### src/rtl/dpf_pkg.sv
// Shared types and constants for the damper position feedback block.
// No dependencies; every other rtl file refers to this package by scoped names.
`default_nettype none
package dpf_pkg;

	localparam int RawW = 16;
	localparam int PosW = 14;
	localparam int QuietW = 4;
	localparam int ProdW = 30;
	localparam int DivSteps = PosW;
	localparam int StepW = $clog2(DivSteps);

	localparam logic [QuietW-1:0] QuietLimit = QuietW'(8);
	localparam logic [PosW-1:0] FullScale = PosW'(10000);

	typedef enum logic [2:0] {
		RegCalLow = 3'd0,
		RegCalHigh = 3'd1,
		RegLowMeansOpen = 3'd2,
		RegTargetIsOpen = 3'd3,
		RegSignalFloor = 3'd4,
		RegMinSpan = 3'd5,
		RegClosedLimit = 3'd6,
		RegMoveTolerance = 3'd7
	} cfg_reg_t;

	typedef struct packed {
		logic [RawW-1:0] cal_low;
		logic [RawW-1:0] cal_high;
		logic low_means_open;
		logic target_is_open;
		logic [RawW-1:0] signal_floor;
		logic [RawW-1:0] min_span;
		logic [PosW-1:0] closed_limit;
		logic [PosW-1:0] move_tolerance;
	} cfg_t;

	typedef struct packed {
		logic load;
		logic mul;
		logic init;
		logic step;
		logic out_load;
	} ctrl_cmd_t;

	typedef struct packed {
		logic div_last;
	} dp_status_t;

endpackage
`default_nettype wire

### src/rtl/dpf_cfg.sv
// Configuration register file of the damper position feedback block.
// Depends on dpf_pkg for the register index codes and the cfg_t bundle.
`default_nettype none
module dpf_cfg (
	input wire logic clk,
	input wire logic arst_n,
	input wire logic cfg_we,
	input wire logic [2:0] cfg_index,
	input wire logic [dpf_pkg::RawW-1:0] cfg_wdata,
	output dpf_pkg::cfg_t cfg
);

	dpf_pkg::cfg_t cfg_q;

	always_ff @(posedge clk or negedge arst_n) begin
		if (!arst_n) begin
			cfg_q.cal_low <= '0;
			cfg_q.cal_high <= 16'hFFFF;
			cfg_q.low_means_open <= 1'b0;
			cfg_q.target_is_open <= 1'b0;
			cfg_q.signal_floor <= 16'd100;
			cfg_q.min_span <= 16'd100;
			cfg_q.closed_limit <= 14'd500;
			cfg_q.move_tolerance <= 14'd500;
		end else if (cfg_we) begin
			case (dpf_pkg::cfg_reg_t'(cfg_index))
				dpf_pkg::RegCalLow: cfg_q.cal_low <= cfg_wdata;
				dpf_pkg::RegCalHigh: cfg_q.cal_high <= cfg_wdata;
				dpf_pkg::RegLowMeansOpen: cfg_q.low_means_open <= cfg_wdata[0];
				dpf_pkg::RegTargetIsOpen: cfg_q.target_is_open <= cfg_wdata[0];
				dpf_pkg::RegSignalFloor: cfg_q.signal_floor <= cfg_wdata;
				dpf_pkg::RegMinSpan: cfg_q.min_span <= cfg_wdata;
				dpf_pkg::RegClosedLimit: cfg_q.closed_limit <= cfg_wdata[dpf_pkg::PosW-1:0];
				dpf_pkg::RegMoveTolerance: begin
					cfg_q.move_tolerance <= cfg_wdata[dpf_pkg::PosW-1:0];
				end
				default: ;
			endcase
		end
	end

	assign cfg = cfg_q;

endmodule
`default_nettype wire

### src/rtl/dpf_ctrl.sv
// Sequencer of the damper position feedback block: handshakes and divide step control.
// Depends on dpf_pkg for the command and status bundles.
`default_nettype none
module dpf_ctrl (
	input wire logic clk,
	input wire logic arst_n,
	input wire logic in_valid,
	output logic in_ready,
	output logic out_valid,
	input wire logic out_ready,
	output dpf_pkg::ctrl_cmd_t cmd,
	input wire dpf_pkg::dp_status_t status
);

	typedef enum logic [4:0] {
		StIdle = 5'b00001,
		StMul = 5'b00010,
		StInit = 5'b00100,
		StDiv = 5'b01000,
		StFin = 5'b10000
	} state_t;

	state_t state_q;
	state_t state_d;
	logic out_valid_q;
	logic slot_free;

	assign slot_free = !out_valid_q || out_ready;

	always_comb begin
		state_d = state_q;
		cmd = '0;
		in_ready = 1'b0;
		case (state_q)
			StIdle: begin
				in_ready = 1'b1;
				if (in_valid) begin
					cmd.load = 1'b1;
					state_d = StMul;
				end
			end
			StMul: begin
				cmd.mul = 1'b1;
				state_d = StInit;
			end
			StInit: begin
				cmd.init = 1'b1;
				state_d = StDiv;
			end
			StDiv: begin
				cmd.step = 1'b1;
				if (status.div_last) begin
					state_d = StFin;
				end
			end
			StFin: begin
				if (slot_free) begin
					cmd.out_load = 1'b1;
					state_d = StIdle;
				end
			end
			default: state_d = StIdle;
		endcase
	end

	always_ff @(posedge clk or negedge arst_n) begin
		if (!arst_n) begin
			state_q <= StIdle;
			out_valid_q <= 1'b0;
		end else begin
			state_q <= state_d;
			if (cmd.out_load) begin
				out_valid_q <= 1'b1;
			end else if (out_ready) begin
				out_valid_q <= 1'b0;
			end
		end
	end

	assign out_valid = out_valid_q;

endmodule
`default_nettype wire

### src/rtl/dpf_datapath.sv
// Datapath of the damper position feedback block: quiet counter, scaling multiply,
// restoring divide by the span, clamp, flags and result registers. Uses dpf_pkg.
`default_nettype none
module dpf_datapath (
	input wire logic clk,
	input wire logic arst_n,
	input wire dpf_pkg::cfg_t cfg,
	input wire dpf_pkg::ctrl_cmd_t cmd,
	output dpf_pkg::dp_status_t status,
	input wire logic [dpf_pkg::RawW-1:0] raw_sample,
	output logic has_signal,
	output logic position_valid,
	output logic [dpf_pkg::PosW-1:0] position_hundredths,
	output logic is_closed,
	output logic is_moving
);

	localparam int RawW = dpf_pkg::RawW;
	localparam int PosW = dpf_pkg::PosW;
	localparam int ProdW = dpf_pkg::ProdW;

	logic [dpf_pkg::QuietW-1:0] quiet_q;
	logic [dpf_pkg::QuietW-1:0] quiet_d;
	logic [dpf_pkg::StepW-1:0] step_q;

	logic signal_q;
	logic valid_q;
	logic neg_q;
	logic ovf_q;
	logic [RawW-1:0] diff_q;
	logic [ProdW-1:0] prod_q;
	logic [RawW-1:0] rem_q;
	logic [PosW-1:0] qd_q;

	logic [RawW-1:0] span;
	logic span_ok;
	logic [RawW:0] rem_shift;
	logic rem_ge;
	logic [RawW:0] rem_sub;
	logic big;
	logic [PosW-1:0] pos;
	logic [PosW-1:0] target_gap;

	logic has_signal_q;
	logic position_valid_q;
	logic [PosW-1:0] position_q;
	logic is_closed_q;
	logic is_moving_q;

	assign span = cfg.cal_high - cfg.cal_low;
	assign span_ok = (cfg.cal_high > cfg.cal_low) && (span >= cfg.min_span);

	always_comb begin
		quiet_d = quiet_q;
		if (raw_sample < cfg.signal_floor) begin
			if (quiet_q < dpf_pkg::QuietLimit) begin
				quiet_d = quiet_q + 1'b1;
			end
		end else begin
			quiet_d = '0;
		end
	end

	always_ff @(posedge clk or negedge arst_n) begin
		if (!arst_n) begin
			quiet_q <= dpf_pkg::QuietLimit;
			step_q <= '0;
		end else begin
			if (cmd.load) begin
				quiet_q <= quiet_d;
			end
			if (cmd.init) begin
				step_q <= '0;
			end else if (cmd.step) begin
				step_q <= step_q + 1'b1;
			end
		end
	end

	assign status.div_last = (step_q == dpf_pkg::StepW'(dpf_pkg::DivSteps - 1));

	assign rem_shift = {rem_q, qd_q[PosW-1]};
	assign rem_ge = rem_shift >= {1'b0, span};
	assign rem_sub = rem_shift - {1'b0, span};

	always_ff @(posedge clk) begin
		if (cmd.load) begin
			signal_q <= quiet_d < dpf_pkg::QuietLimit;
			valid_q <= (quiet_d < dpf_pkg::QuietLimit) && span_ok;
			neg_q <= raw_sample < cfg.cal_low;
			diff_q <= (raw_sample >= cfg.cal_low) ? (raw_sample - cfg.cal_low)
				: (cfg.cal_low - raw_sample);
		end
		if (cmd.mul) begin
			prod_q <= ProdW'(diff_q) * ProdW'(dpf_pkg::FullScale);
		end
		if (cmd.init) begin
			rem_q <= prod_q[ProdW-1:PosW];
			ovf_q <= prod_q[ProdW-1:PosW] >= span;
			qd_q <= prod_q[PosW-1:0];
		end else if (cmd.step) begin
			rem_q <= rem_ge ? rem_sub[RawW-1:0] : rem_shift[RawW-1:0];
			qd_q <= {qd_q[PosW-2:0], rem_ge};
		end
	end

	assign big = ovf_q || (qd_q > dpf_pkg::FullScale);

	always_comb begin
		if (neg_q) begin
			pos = cfg.low_means_open ? dpf_pkg::FullScale : '0;
		end else if (big) begin
			pos = cfg.low_means_open ? '0 : dpf_pkg::FullScale;
		end else begin
			pos = cfg.low_means_open ? (dpf_pkg::FullScale - qd_q) : qd_q;
		end
		target_gap = cfg.target_is_open ? (dpf_pkg::FullScale - pos) : pos;
	end

	always_ff @(posedge clk) begin
		if (cmd.out_load) begin
			has_signal_q <= signal_q;
			position_valid_q <= valid_q;
			position_q <= valid_q ? pos : '0;
			is_closed_q <= valid_q && (pos <= cfg.closed_limit);
			is_moving_q <= valid_q && (target_gap > cfg.move_tolerance);
		end
	end

	assign has_signal = has_signal_q;
	assign position_valid = position_valid_q;
	assign position_hundredths = position_q;
	assign is_closed = is_closed_q;
	assign is_moving = is_moving_q;

endmodule
`default_nettype wire

### src/rtl/damper_position_feedback.sv
// Top level of the damper position feedback block.
// Instantiates dpf_cfg, dpf_ctrl and dpf_datapath; uses dpf_pkg.
//
//   port group     kind          fields
//   in             valid/ready   raw_sample
//   out            valid/ready   has_signal, position_valid, position_hundredths,
//                                is_closed, is_moving
//   cfg            write only    cfg_we, cfg_index, cfg_wdata
//
// After input acceptance come one scaling multiply, one remainder seed and 14 restoring
// divide steps of the shared subtractor, then the result register write. in_ready
// returns the cycle after, so one transaction is done before the next input is taken.
// Reset clears the sequencer and sets the quiet counter to no signal.
// A waiting result stalls the final write, and the next input is not taken meanwhile.
`default_nettype none
module damper_position_feedback (
	input wire logic clk,
	input wire logic arst_n,
	input wire logic in_valid,
	output logic in_ready,
	input wire logic [dpf_pkg::RawW-1:0] raw_sample,
	output logic out_valid,
	input wire logic out_ready,
	output logic has_signal,
	output logic position_valid,
	output logic [dpf_pkg::PosW-1:0] position_hundredths,
	output logic is_closed,
	output logic is_moving,
	input wire logic cfg_we,
	input wire logic [2:0] cfg_index,
	input wire logic [dpf_pkg::RawW-1:0] cfg_wdata
);

	dpf_pkg::cfg_t cfg;
	dpf_pkg::ctrl_cmd_t cmd;
	dpf_pkg::dp_status_t status;

	dpf_cfg u_cfg (
		.clk(clk),
		.arst_n(arst_n),
		.cfg_we(cfg_we),
		.cfg_index(cfg_index),
		.cfg_wdata(cfg_wdata),
		.cfg(cfg)
	);

	dpf_ctrl u_ctrl (
		.clk(clk),
		.arst_n(arst_n),
		.in_valid(in_valid),
		.in_ready(in_ready),
		.out_valid(out_valid),
		.out_ready(out_ready),
		.cmd(cmd),
		.status(status)
	);

	dpf_datapath u_dp (
		.clk(clk),
		.arst_n(arst_n),
		.cfg(cfg),
		.cmd(cmd),
		.status(status),
		.raw_sample(raw_sample),
		.has_signal(has_signal),
		.position_valid(position_valid),
		.position_hundredths(position_hundredths),
		.is_closed(is_closed),
		.is_moving(is_moving)
	);

endmodule
`default_nettype wire

### config.mk
export PLATFORM = sky130hd
export DESIGN_NAME = damper_position_feedback
export DESIGN_NICKNAME = d
export VERILOG_FILES = /design/src/rtl/dpf_pkg.sv /design/src/rtl/dpf_cfg.sv /design/src/rtl/dpf_ctrl.sv /design/src/rtl/dpf_datapath.sv /design/src/rtl/damper_position_feedback.sv
export SDC_FILE = /design/constraint.sdc
export NUM_CORES = 1
export LEC_CHECK = 0
export BUFFER_PORTS_ARGS = -buffer_cell sky130_fd_sc_hd__buf_4
export CAP_MARGIN = 20
export CORE_MARGIN = 1.5
export CORE_UTILIZATION = 45
export CTS_CLUSTER_DIAMETER = 50
export CTS_CLUSTER_SIZE = 28
export DETAILED_ROUTE_END_ITERATION = 10
export MAX_ROUTING_LAYER = met4
export PLACE_DENSITY_LB_ADDON = 0.08
export SKIP_LAST_GASP = 1
export SYNTH_ARGS = -nofsm -noshare
export SYNTH_HDL_FRONTEND = slang
export SYNTH_SLANG_ARGS = --single-unit
### constraint.sdc
create_clock -name clk -period 10.5 [get_ports clk]
set_input_delay 0.525 -clock clk [delete_from_list [all_inputs] [get_ports clk]]
set_output_delay 0.525 -clock clk [all_outputs]
set_load 0.005 [all_outputs]
Word level (Yosys, flattened, before mapping)
Index checks and enable logic that the tools add are counted.
Storage, ports and cells
  bits in registers: 202
  latch bits: 0
  RAM bits: 0
  bits in read-only memories: 0
  input bits: 40
  output and inout port bits: 20
  word-level logic and storage cells: 112
  memories: 0
Operators by class
  $add $sub $neg: 8
  $mul: 1
  divide/modulo/power cells: 0
  order comparisons: 12
  eq/ne operators: 16
  shift operators: 0
  multiplexer cells: 30
  bitwise operators: 0
  reduce and logical (&&, ||, !) cells: 19
Operator list (number)
  two-way mux 14 bit: 8
  two-way mux 16 bit: 4
  subtractor 16 bit: 4
  greater-or-equal comparator 16 bit: 3
  less-than comparator 16 bit: 2
  subtractor 14 bit (first input constant): 2
  multiplier 16 x 10 -> 26 bit (second input constant): 1
  one-hot mux 5 bit (5 select lines): 1
  greater-or-equal comparator 17 x 16 -> 1 bit: 1
  > comparator 16 bit: 1
  two-way mux 4 bit: 4
  AND reduction 2 bit: 8
  two-way mux 5 bit: 3
  > comparator 14 bit: 1
  > comparator 14 bit (second input constant): 1
  <= comparator 14 bit: 1
  == test 3 bit (second input constant): 4
  two-way mux 1 bit: 10
  adder 4 x 1 -> 4 bit (second input constant): 2
  less-than comparator 4 bit (second input constant): 2
  == test 3 x 2 -> 1 bit (second input constant): 2
  == test 5 x 1 -> 1 bit (second input constant): 1
  == test 5 x 2 -> 1 bit (second input constant): 1
  == test 5 x 3 -> 1 bit (second input constant): 1
  other kinds (12): 18

Depth between registers and ports, before layout
Gate-level depths: netlist of the first run.
  word-level depth: 8
  gate-level depth with buffers: 24
  depth with buffers taken out: 23

Hierarchy
Synthesis of the first run repeated with hierarchy kept, for this count alone.
Unflattened totals
  cell total of the unflattened synthesis: 1558
  area total of the unflattened synthesis: 16113.0 µm²
By module, submodules not included
  dpf_datapath: instances 1, cells each 1317, area each 12070.3 µm², sequential area each 3024.2 µm²
  dpf_cfg: instances 1, cells each 206, area each 3692.3 µm², sequential area each 2394.8 µm²
  dpf_ctrl: instances 1, cells each 35, area each 350.3 µm², sequential area each 151.4 µm²

Worst setup path before layout of the first run
Ideal clock, no wire load.
  kind: register to register
  start point: reg u_dp.diff_q[7]
  end point: reg u_dp.prod_q[28], data pin
  library setup time: 0.258 ns
  arrival: 4.532 ns
  required time: 10.242 ns
  slack: 5.710 ns
  cell stages (with the launch flop): 20
  path buffers: 0
  clock period less this slack: 4.790 ns
  cells stage by stage: edfxtp_1 -> fa_1 -> ha_1 -> inv_1 -> fa_1 -> inv_1 -> ha_1 -> inv_1 -> fa_1 -> inv_1 -> ha_1 -> a21o_1 -> a21o_1 -> a21o_1 -> a41oi_1 -> o21ai_0 -> o221ai_1 -> o21bai_1 -> a21oi_1 -> xnor2_1
Between the ends
  longest elaborated chain between the ends: 1
Ends and longest elaborated chain
  from (decl): line dpf_datapath.sv:30  | logic [RawW-1:0] diff_q;
  from (signal assigned): line dpf_datapath.sv:91  | diff_q <= (raw_sample >= cfg.cal_low) ? (raw_sample - cfg.cal_low)
  multiplier 16 x 10 -> 26 bit: line dpf_datapath.sv:95  | prod_q <= ProdW'(diff_q) * ProdW'(dpf_pkg::FullScale);
  to (signal assigned): line dpf_datapath.sv:95
  to (decl): line dpf_datapath.sv:31  | logic [ProdW-1:0] prod_q;
No other way between the ends.
A chain may end at the register's enable or synchronous reset.

Final worst setup path of the first run
  start point: reg u_cfg.cfg_q, in the netlist u_cfg.cfg[79]
  end point: reg u_dp.rem_q[0], data pin
Between the ends
  longest elaborated chain between the ends: 5
Ends and longest elaborated chain
  from (decl): line dpf_cfg.sv:13  | dpf_pkg::cfg_t cfg_q;
  subtractor 16 bit: line dpf_datapath.sv:50  | assign span = cfg.cal_high - cfg.cal_low;
  greater-or-equal comparator 17 x 16 -> 1 bit: line dpf_datapath.sv:83  | assign rem_ge = rem_shift >= {1'b0, span};
  two-way mux 16 bit: line dpf_datapath.sv:102  | rem_q <= rem_ge ? rem_sub[RawW-1:0] : rem_shift[RawW-1:0];
  two-way mux 16 bit: line dpf_datapath.sv:101  | end else if (cmd.step) begin
  two-way mux 16 bit: line dpf_datapath.sv:97  | if (cmd.init) begin
  to (signal assigned): line dpf_datapath.sv:98  | rem_q <= prod_q[ProdW-1:PosW];
  to (signal assigned): line dpf_datapath.sv:102
  to (decl): line dpf_datapath.sv:32  | logic [RawW-1:0] rem_q;
No other way between the ends. The select of a mux whose other input is x is not followed.

==> run_results.csv, run 1 <==
group,metric,value,unit
cts,cts.clk_slew.worst_paths,0.06,ns
finish,nets,1984,
route,firstDrtPassIters,5,
synthesis,synth_edf_count,94,
sta,hold_violations,5,
sta,rsz0062_at_grt,"no",
finish,fillers,3260,
setup_path,cp_num_buf_inv,2,
placement,dp_hpwl,30.7,mm
sta,drv_slew,0,
synthesis,syn_inst,1629,
sta,fin_worst_skew,0.0228,ns
finish,multiInputGateArea,9150,um2
cts,postCtsHoldBufs,0,
setup_path,crit_type,"reg2reg",
floorplan,chipWidth,190,um
placement,gp_congestion,0.932,
job,max-cap-violations,0,
finish,design_area,17800,um2
floorplan,rows,68,
setup_path,crit_fanout,10,
setup_path,critPathMaxStageDelay,0.48,ns
route,wire_per_inst,18.0,um
route,ant_nets,0,
setup_path,cpMostUsedCell,"a21oi_1",
finish,seq_area,5570,um2
synthesis,synth_area,15800,um2
cts,post_cts_buffers,0,
grt,grt_usage,22.5,%
sta,setup_violations,0,
synthesis,ys.flop_type,"edfxtp_1",
floorplan,fp.dieH,190,um
route,detail_route.vias_per_cell,5.37,
finish,diodes,0,
synthesis,synth-seq-cells,202,
setup_path,crit_arrival,5.80,ns
finish,area_growth,12.6,%
placement,placed_cell_area,16700,um2
synthesis,yosys.area.top_type_share,17.9,%
synthesis,synth_top_area_cell,"edfxtp_1",
sta,period_needed,5.36,ns
sta,fmax,187,MHz
cts,clock-root-buffer,"clkbuf_16",
cts,htreeDepth,1,
setup_path,cp_top_family,"compound AO/OA/AOI/OAI gates",
sta,tightest_slew,1.07,ns
cts,post_cts_resized,0,
grt,grt_pass1_vias,11500,
sta,finalCritPeriodShare,51.0,%
setup_path,end_kind,"register",
finish,drive_above_1_share,14.2,%
floorplan,die_area,36200,um2
floorplan,core-area,34500,um2
setup_path,rrSetupSlack,5.14,ns
route,vias,11700,
setup_path,start_kind,"register",
setup_path,required,10.94,ns
cts,cts.sinks,202,
worst_hold_path,hp-class,"in2async",
route,wl,39.0,mm
floorplan,start_util,45.7,%
grt,grt_overflow,0,
sta,slew_headroom,27.6,%
floorplan,ios,60,
run_status,violations,"negative hold slack",
synthesis,ys_types,79,
synthesis,yosys_warnings,0,
setup_path,crit_chain,"inv_1 -> ha_1 -> a21o_1 -> a21o_1 -> a21oi_1 -> o21ai_0 -> a311oi_1 -> o311ai_0 -> a21oi_1 -> xor2_1 -> ha_1 -> nand3_1 -> nor4_1 -> or3_1 -> or2_2 -> o22ai_2 -> buf_8 -> mux2_2 -> a21oi_1",
synthesis,async_flop_share,53.5,%
cts,numCtsBuffers,29,
synthesis,avgSynthCellArea,9.69,um2
grt,grt_max_degree,58,
synthesis,synth.yosys.seq_area_share,35.3,%
grt,antenna_found_initial,0,
sta,tns,0,ns
cts,clock_path_buffers,3,
grt,grt_pass1_wl,61.9,mm
route,drc,0,
setup_path,worst_path_max_delay_cell,"a311oi_1",
cts,cts_tree,"built",
synthesis,netlist_top_cells_area,"edfxtp_1, ha_1, dfrtp_1, dfstp_2, inv_1",
placement,portBuffers,59,
sta,setup_ws,5.14,ns
finish,final_common_cell,"inv_1",
sta,fin_hold_ws,-0.00192,ns
placement,dp_slack,4.89,ns
synthesis,synthesis.nets,1921,
run_status,status,"complete, but fails checks",
cts,insertion_delay,0.58,ns
route,dr.first_iter.drc_count,599,
finish,final_cell_mix,"inv_1, ha_1, nand2_1, a21oi_1, o21ai_0",
==> routing by layer <==
| layer | GRT usage, % | up-vias | wire (um) |
|---|---|---|---|
| li1 | - | 5803 | - |
| met4 | 9.06 | 0 | 1740 |
| met2 | 34.8 | 254 | 17300 |
| met5 | - | - | 0 |
| met3 | 2.69 | 83 | 1370 |
| met1 | 30.2 | 5518 | 18600 |
==> state kept, by name, indices dropped and copies added, names as in the netlist <==
register,cells
u_cfg.cfg,94
u_ctrl.out_valid,1
u_ctrl.state_q,5
u_dp.diff_q,16
u_dp.has_signal,1
u_dp.is_closed,1
u_dp.is_moving,1
u_dp.neg_q,1
u_dp.ovf_q,1
u_dp.position_hundredths,14
u_dp.position_valid,1
u_dp.prod_q,26
u_dp.qd_q,14
u_dp.quiet_q,4
u_dp.rem_q,16
u_dp.signal_q,1
u_dp.step_q,4
u_dp.valid_q,1
==> final timing paths <==
path                            depth (start not counted)                             to                      start
worst max-delay path                                   19        u_dp.rem_q[0]$_DFFE_PN_  u_cfg.cfg[79]$_DFFE_PN0P_
worst min-delay path                                    1  u_ctrl.state_q[3]$_DFFE_PN0P_                     arst_n
max in group asynchronous                               2      u_cfg.cfg[86]$_DFFE_PN0P_                     arst_n
worst max register to register                         19        u_dp.rem_q[0]$_DFFE_PN_  u_cfg.cfg[79]$_DFFE_PN0P_
worst min register to register                          0      u_dp.has_signal$_DFFE_PP_    u_dp.signal_q$_DFFE_PP_
min in group clk                                        2  u_ctrl.state_q[0]$_DFFE_PN1P_                   in_valid
==> cell families (layout without fill, tap and decap cells) <==
group	after synthesis	in the layout	synth area share, %
AO/OA/AOI/OAI	361	361	14.6
flip-flops	202	202	35.3
XOR/XNOR	81	81	4.49
multiplexers	83	83	5.76
AND/OR/NAND/NOR	365	365	11.1
buffers and inverters	285	371	6.90
adder cells (fa/ha/maj)	252	252	21.8
==> cell usage after synthesis (10+ instances only) <==
library cell  instances
o21bai_1             10
clkbuf_1             25
mux2_2               63
xnor2_1              57
nand3_1              23
edfxtp_1             94
xor2_1               24
o21a_1               15
ha_1                213
inv_1               248
nand2_1             123
nor2_1               86
dfrtp_1              72
mux2i_1              20
nand2b_1             17
o21ai_0              95
nor3_1               24
nand4_1              19
a21o_1               49
and2_1               14
fa_1                 39
dfstp_2              36
a21oi_1             100
nor2b_1              12
==> area by class of cell <==
cell class	instances	area share, %
Clock buffer	30	4.22
Clock inverter	24	1.44
Inverter	248	5.24
Multi-Input combinational cell	1142	51.5
Sequential cell	202	31.3
Tap cell	455	3.20
Timing Repair Buffer	69	3.07
==> metrics by stage <==
| stage | utilization (%) | std cells | hold slack [ns] |
|---|---|---|---|
| global route | 51.4 | 2170 | 0.0526 |
| floorplan | - | 1629 | 0.229 |
| global placement | 48.4 | 2114 | 0.464 |
| CTS | 51.4 | 2169 | 0.0149 |
| detailed placement | 48.5 | 2115 | 0.464 |
| finish | 51.4 | 2170 | -0.00192 |
Power of run 1 is not shown: default switching activity piles up to over one toggle a cycle in this logic, so the estimate is an artifact.
==> run 2: changes to the inputs <==
- clock period: 10.5 -> 5.5 ns (I/O delays scaled with it)
==> run 2 against run 1 <==
  * The run now ends clean
  * Sequential share of layout area is 0.13 points lower
  * Die area did not move
  * Register-to-register slack worse by 4.7 ns
  * Cell count rose by 0.37%
  * Global-route usage shrank 0.39 points
  * Clock skew is 0.00064 ns higher
  * Core utilization is 0.22 points higher
  * Via count shrank 0.74%
  * Wire length shrank 1.8%
  * Critical endpoint is now u_dp.prod_q[28]$_DFFE_PP_
==> run_results.csv, run 2 (synthesis gave the netlist of run 1 again) <==
group,metric,value,unit
route,drc,0,
finish,area_growth,13.0,%
placement,gp_congestion,0.897,
floorplan,die_area,36200,um2
grt,antenna_found_initial,0,
route,firstDrtPassIters,5,
job,max-cap-violations,0,
setup_path,start_kind,"register",
route,dr.first_iter.drc_count,655,
placement,portBuffers,59,
sta,hold_violations,0,
finish,nets,1993,
placement,dp_hpwl,30.2,mm
setup_path,critPathCapture,"u_dp.prod_q[28]$_DFFE_PP_",
cts,cts.clk_slew.worst_paths,0.06,ns
finish,final_common_cell,"inv_1",
route,detail_route.vias_per_cell,5.31,
grt,grt_pass1_wl,61.4,mm
cts,clock-root-buffer,"clkbuf_16",
route,vias,11600,
setup_path,required,5.80,ns
sta,rsz0062_at_grt,"no",
sta,tightest_slew,0.958,ns
cts,insertion_delay,0.57,ns
grt,grt_overflow,0,
grt,grt_max_degree,75,
floorplan,chipWidth,190,um
route,wl,38.3,mm
floorplan,fp.dieH,190,um
floorplan,core-area,34500,um2
route,ant_nets,0,
sta,tns,0,ns
worst_hold_path,hp-start,"cfg_wdata[9]",
setup_path,ff2ff_path_depth,19,
finish,diodes,0,
finish,largest_reg_flops,94,
setup_path,crit_fanout,5,
sta,drv_slew,0,
floorplan,start_util,45.7,%
grt,grt_usage,22.1,%
sta,fin_worst_skew,0.0234,ns
cts,numCtsBuffers,28,
sta,finalCritPeriodShare,92.8,%
cts,post_cts_buffers,0,
cts,htreeDepth,1,
cts,cts.sinks,202,
setup_path,crit_start,"u_dp.diff_q[7]$_DFFE_PP_",
run_status,status,"completed",
setup_path,r2r-start,"u_dp.diff_q[7]$_DFFE_PP_",
cts,cts_tree,"built",
sta,slew_headroom,35.5,%
setup_path,rrSetupSlack,0.40,ns
route,wire_per_inst,17.6,um
setup_path,crit_arrival,5.40,ns
sta,fmax,196,MHz
sta,setup_violations,0,
finish,drive_above_1_share,14.3,%
sta,period_needed,5.10,ns
grt,grt_pass1_vias,11300,
finish,final_cell_mix,"inv_1, ha_1, nand2_1, a21oi_1, o21ai_0",
floorplan,ios,60,
worst_hold_path,hp-class,"in2reg",
floorplan,rows,68,
setup_path,crit_type,"reg2reg",
cts,clock_path_buffers,3,
setup_path,r2r-end,"u_dp.prod_q[28]$_DFFE_PP_",
setup_path,end_kind,"register",
==> run 2: layer usage <==
metal | vias up | global-route usage (%) | wire, um
met5 | - | - | 0
met4 | 0 | 7.30 | 1350
met3 | 59 | 2.50 | 1170
met2 | 217 | 33.6 | 16700
met1 | 5471 | 30.8 | 19000
li1 | 5825 | - | -
==> run 2: metrics by stage <==
step,utilization [%],hold slack (ns),cells,setup slack [ns],instance area (um2)
after floorplan,-,-0.0206,1629,0.710,15800
after global placement,48.5,0.461,2118,0.482,16700
after detailed placement,48.5,0.452,2118,0.335,16700
after CTS,51.5,0.00206,2177,0.328,17800
after global routing,51.7,0.0161,2178,0.0591,17800
final,51.7,0.0208,2178,0.399,17800
==> run 2: layout make-up <==
type,instances,area (um2)
tap,455,569
inverter,248,931
clock inverter,18,188
fill,3219,16700
sequential,202,5570
clock buffer,34,796
timing repair buffer,79,631
multi-input combinational,1142,9160
==> run 2: repair_timing <==
item / in CTS / in global routing
setup endpoints to repair: 0 / 11
endpoints found under the hold margin: 58 / 0
hold buffers: 7 / 0
gates resized for setup: 0 / 2
==> run 2: worst min path at each step <==
stage	to	cells after the start
finish	u_cfg.cfg[53]$_DFFE_PN0P_	3
global route	u_ctrl.out_valid$_DFFE_PN0P_	3
CTS	u_cfg.cfg[90]$_DFFE_PN0P_	3
detailed placement	u_dp.has_signal$_DFFE_PP_	0
global placement	u_ctrl.state_q[0]$_DFFE_PN1P_	2
floorplan	u_cfg.cfg[0]$_DFFE_PN0P_	0
==> run 2: worst max-delay path, cell delays in order, from the launching register on <==
cell and delay [ns]:
edfxtp_1 0.52, fa_1 0.51, ha_1 0.28, inv_1 0.05
fa_1 0.53, inv_1 0.04, ha_1 0.27, inv_1 0.05
fa_1 0.50, inv_1 0.04, ha_1 0.33, a21o_1 0.19
a21o_1 0.19, a21o_1 0.18, a41oi_1 0.28, o21ai_0 0.22
o221ai_1 0.28, o21bai_1 0.10, a21oi_1 0.19, xnor2_1 0.09
Power of run 2 is left out for the same reason.
==> run 3: changes to the inputs <==
- HOLD_SLACK_MARGIN: unset -> 0.15
- PLACE_DENSITY_LB_ADDON: 0.08 -> unset
==> run 3 against run 2 <==
  * Critical path depth up 5
  * Critical path type unchanged
  * First-iteration DRC count up 0.76%
  * Sequential cell count unchanged
  * Wire length up 1.3%
  * Global-route usage up 0.21 points
  * Worst setup slack worse by 0.084 ns
  * Largest cell class unchanged
  * Die area unchanged
  * Cell area up 0.46%
  * Non-clock buffer count up 15
  * Critical endpoint is now u_dp.rem_q[11]$_DFFE_PN_
  * Clock-buffer cell count down 4
==> run_results.csv, run 3 (synthesis gave the netlist of run 1 again) <==
group,metric,value,unit
floorplan,fp.dieH,190,um
finish,final_cell_mix,"inv_1, ha_1, nand2_1, a21oi_1, o21ai_0",
cts,clock_path_buffers,3,
placement,gp_congestion,0.900,
sta,rsz0062_at_grt,"no",
grt,antenna_found_initial,0,
setup_path,crit_fanout,10,
finish,fillers,3292,
grt,grt_pass1_vias,11700,
cts,cts_tree,"built",
floorplan,start_util,45.7,%
sta,setup_violations,0,
setup_path,critPathMaxStageDelay,0.43,ns
finish,nets,2008,
setup_path,cp_num_buf_inv,3,
cts,htreeDepth,1,
cts,cts.sinks,202,
route,vias,11700,
finish,drive_above_1_share,13.9,%
cts,numCtsBuffers,28,
setup_path,end_kind,"register",
setup_path,cpMostUsedCell,"a21oi_1",
setup_path,start_kind,"register",
setup_path,crit_chain,"inv_1 -> ha_1 -> inv_1 -> fa_1 -> a21o_1 -> a21oi_1 -> o21bai_1 -> a21oi_1 -> o21bai_1 -> a21oi_1 -> o21bai_1 -> a21oi_1 -> xor2_1 -> ha_1 -> a21o_1 -> a21o_1 -> a21oi_1 -> o221a_2 -> nor2b_1 -> o21a_1 -> o22ai_2 -> buf_4 -> mux2i_1 -> a21oi_1",
route,drc,0,
cts,post_cts_resized,0,
run_status,status,"completed",
grt,grt_pass1_wl,61.9,mm
sta,tns,0,ns
route,ant_nets,0,
floorplan,die_area,36200,um2
floorplan,ios,60,
worst_hold_path,hp-class,"in2reg",
route,firstDrtPassIters,7,
cts,cts.clk_slew.worst_paths,0.06,ns
sta,fmax,193,MHz
route,wl,38.8,mm
cts,insertion_delay,0.55,ns
sta,finalCritPeriodShare,94.3,%
grt,grt_usage,22.4,%
cts,clock-root-buffer,"clkbuf_16",
grt,grt_max_degree,63,
sta,tightest_slew,1.06,ns
sta,drv_slew,0,
finish,area_growth,13.6,%
finish,final_common_cell,"inv_1",
floorplan,rows,68,
setup_path,worst_path_max_delay_cell,"xor2_1",
setup_path,cp_top_family,"compound AO/OA/AOI/OAI gates",
placement,portBuffers,59,
setup_path,crit_arrival,5.45,ns
sta,fin_worst_skew,0.0173,ns
floorplan,chipWidth,190,um
sta,slew_headroom,28.9,%
placement,dp_hpwl,30.5,mm
sta,period_needed,5.19,ns
setup_path,required,5.76,ns
route,dr.first_iter.drc_count,660,
route,wire_per_inst,17.7,um
job,max-cap-violations,0,
floorplan,core-area,34500,um2
sta,hold_violations,0,
finish,diodes,0,
finish,largest_reg_flops,94,
grt,grt_overflow,0,
route,detail_route.vias_per_cell,5.36,
setup_path,crit_type,"reg2reg",
[run 3: cell count changes in the layout (fill, tap and decap cells not counted), sizes merged]
cell and delta:
clkinv -2, clkbuf -4, buf -1, dlygate4sd3 +16, clkinvlp +1, inv +5
[run 3: cell type report]
cell class / count / area (um2) / share of cell area [%]
multi-input combinational: 1142 / 9150 / 51.0
sequential: 202 / 5570 / 31.1
inverter: 248 / 931 / 5.19
timing repair buffer: 94 / 763 / 4.26
clock buffer: 30 / 729 / 4.07
tap: 455 / 569 / 3.18
clock inverter: 22 / 218 / 1.21
[run 3: metrics by stage]
stage,instances,util (%),setup slack [ns],instance area [um2],hold slack [ns]
final,2193,51.9,0.314,17900,0.305
after global routing,2193,51.9,0.0160,17900,0.302
after CTS,2193,51.9,0.337,17900,0.283
after detailed placement,2118,48.5,0.342,16700,0.426
after global placement,2118,48.5,0.481,16700,0.427
after floorplan,1629,-,0.710,15800,-0.0206
[run 3: worst register-to-register path, cell delays in order (launching register included)]
cell      delay, ns
dfstp_2        0.36
inv_1          0.07
ha_1           0.14
inv_1          0.06
fa_1           0.40
a21o_1         0.17
a21oi_1        0.21
o21bai_1       0.09
a21oi_1        0.28
o21bai_1       0.11
a21oi_1        0.23
o21bai_1       0.09
a21oi_1        0.24
xor2_1         0.43
ha_1           0.37
a21o_1         0.17
a21o_1         0.17
a21oi_1        0.14
o221a_2        0.22
nor2b_1        0.05
o21a_1         0.20
o22ai_2        0.14
buf_4          0.24
mux2i_1        0.24
a21oi_1        0.09
[run 3: worst paths after layout]
path | startpoint | end | slack [ns] | cells after the start
max in group asynchronous | arst_n | u_dp.quiet_q[1]$_DFFE_PN0P_ | 3.96 | 3
worst max register to register | u_cfg.cfg[62]$_DFFE_PN1P_ | u_dp.rem_q[11]$_DFFE_PN_ | 0.31 | 24
min in group asynchronous | arst_n | u_cfg.cfg[3]$_DFFE_PN0P_ | 0.38 | 2
worst min register to register | u_dp.signal_q$_DFFE_PP_ | u_dp.has_signal$_DFFE_PP_ | 0.50 | 0
worst min-delay path | raw_sample[1] | u_dp.diff_q[1]$_DFFE_PP_ | 0.31 | 3
worst max-delay path | u_cfg.cfg[62]$_DFFE_PN1P_ | u_dp.rem_q[11]$_DFFE_PN_ | 0.31 | 24
[run 3: metal layers]
metal / track usage [%] / routed length, um
met1: 28.9 / 17700
met2: 36.1 / 18300
met3: 3.29 / 1660
met4: 7.12 / 1200
met5: - / 0
[run 3: timing repair]
action                    CTS  global route
hold endpoints to repair  138             0
hold buffers               23             0
buffers inserted            0             0
Power of run 3 is left out for the same reason.
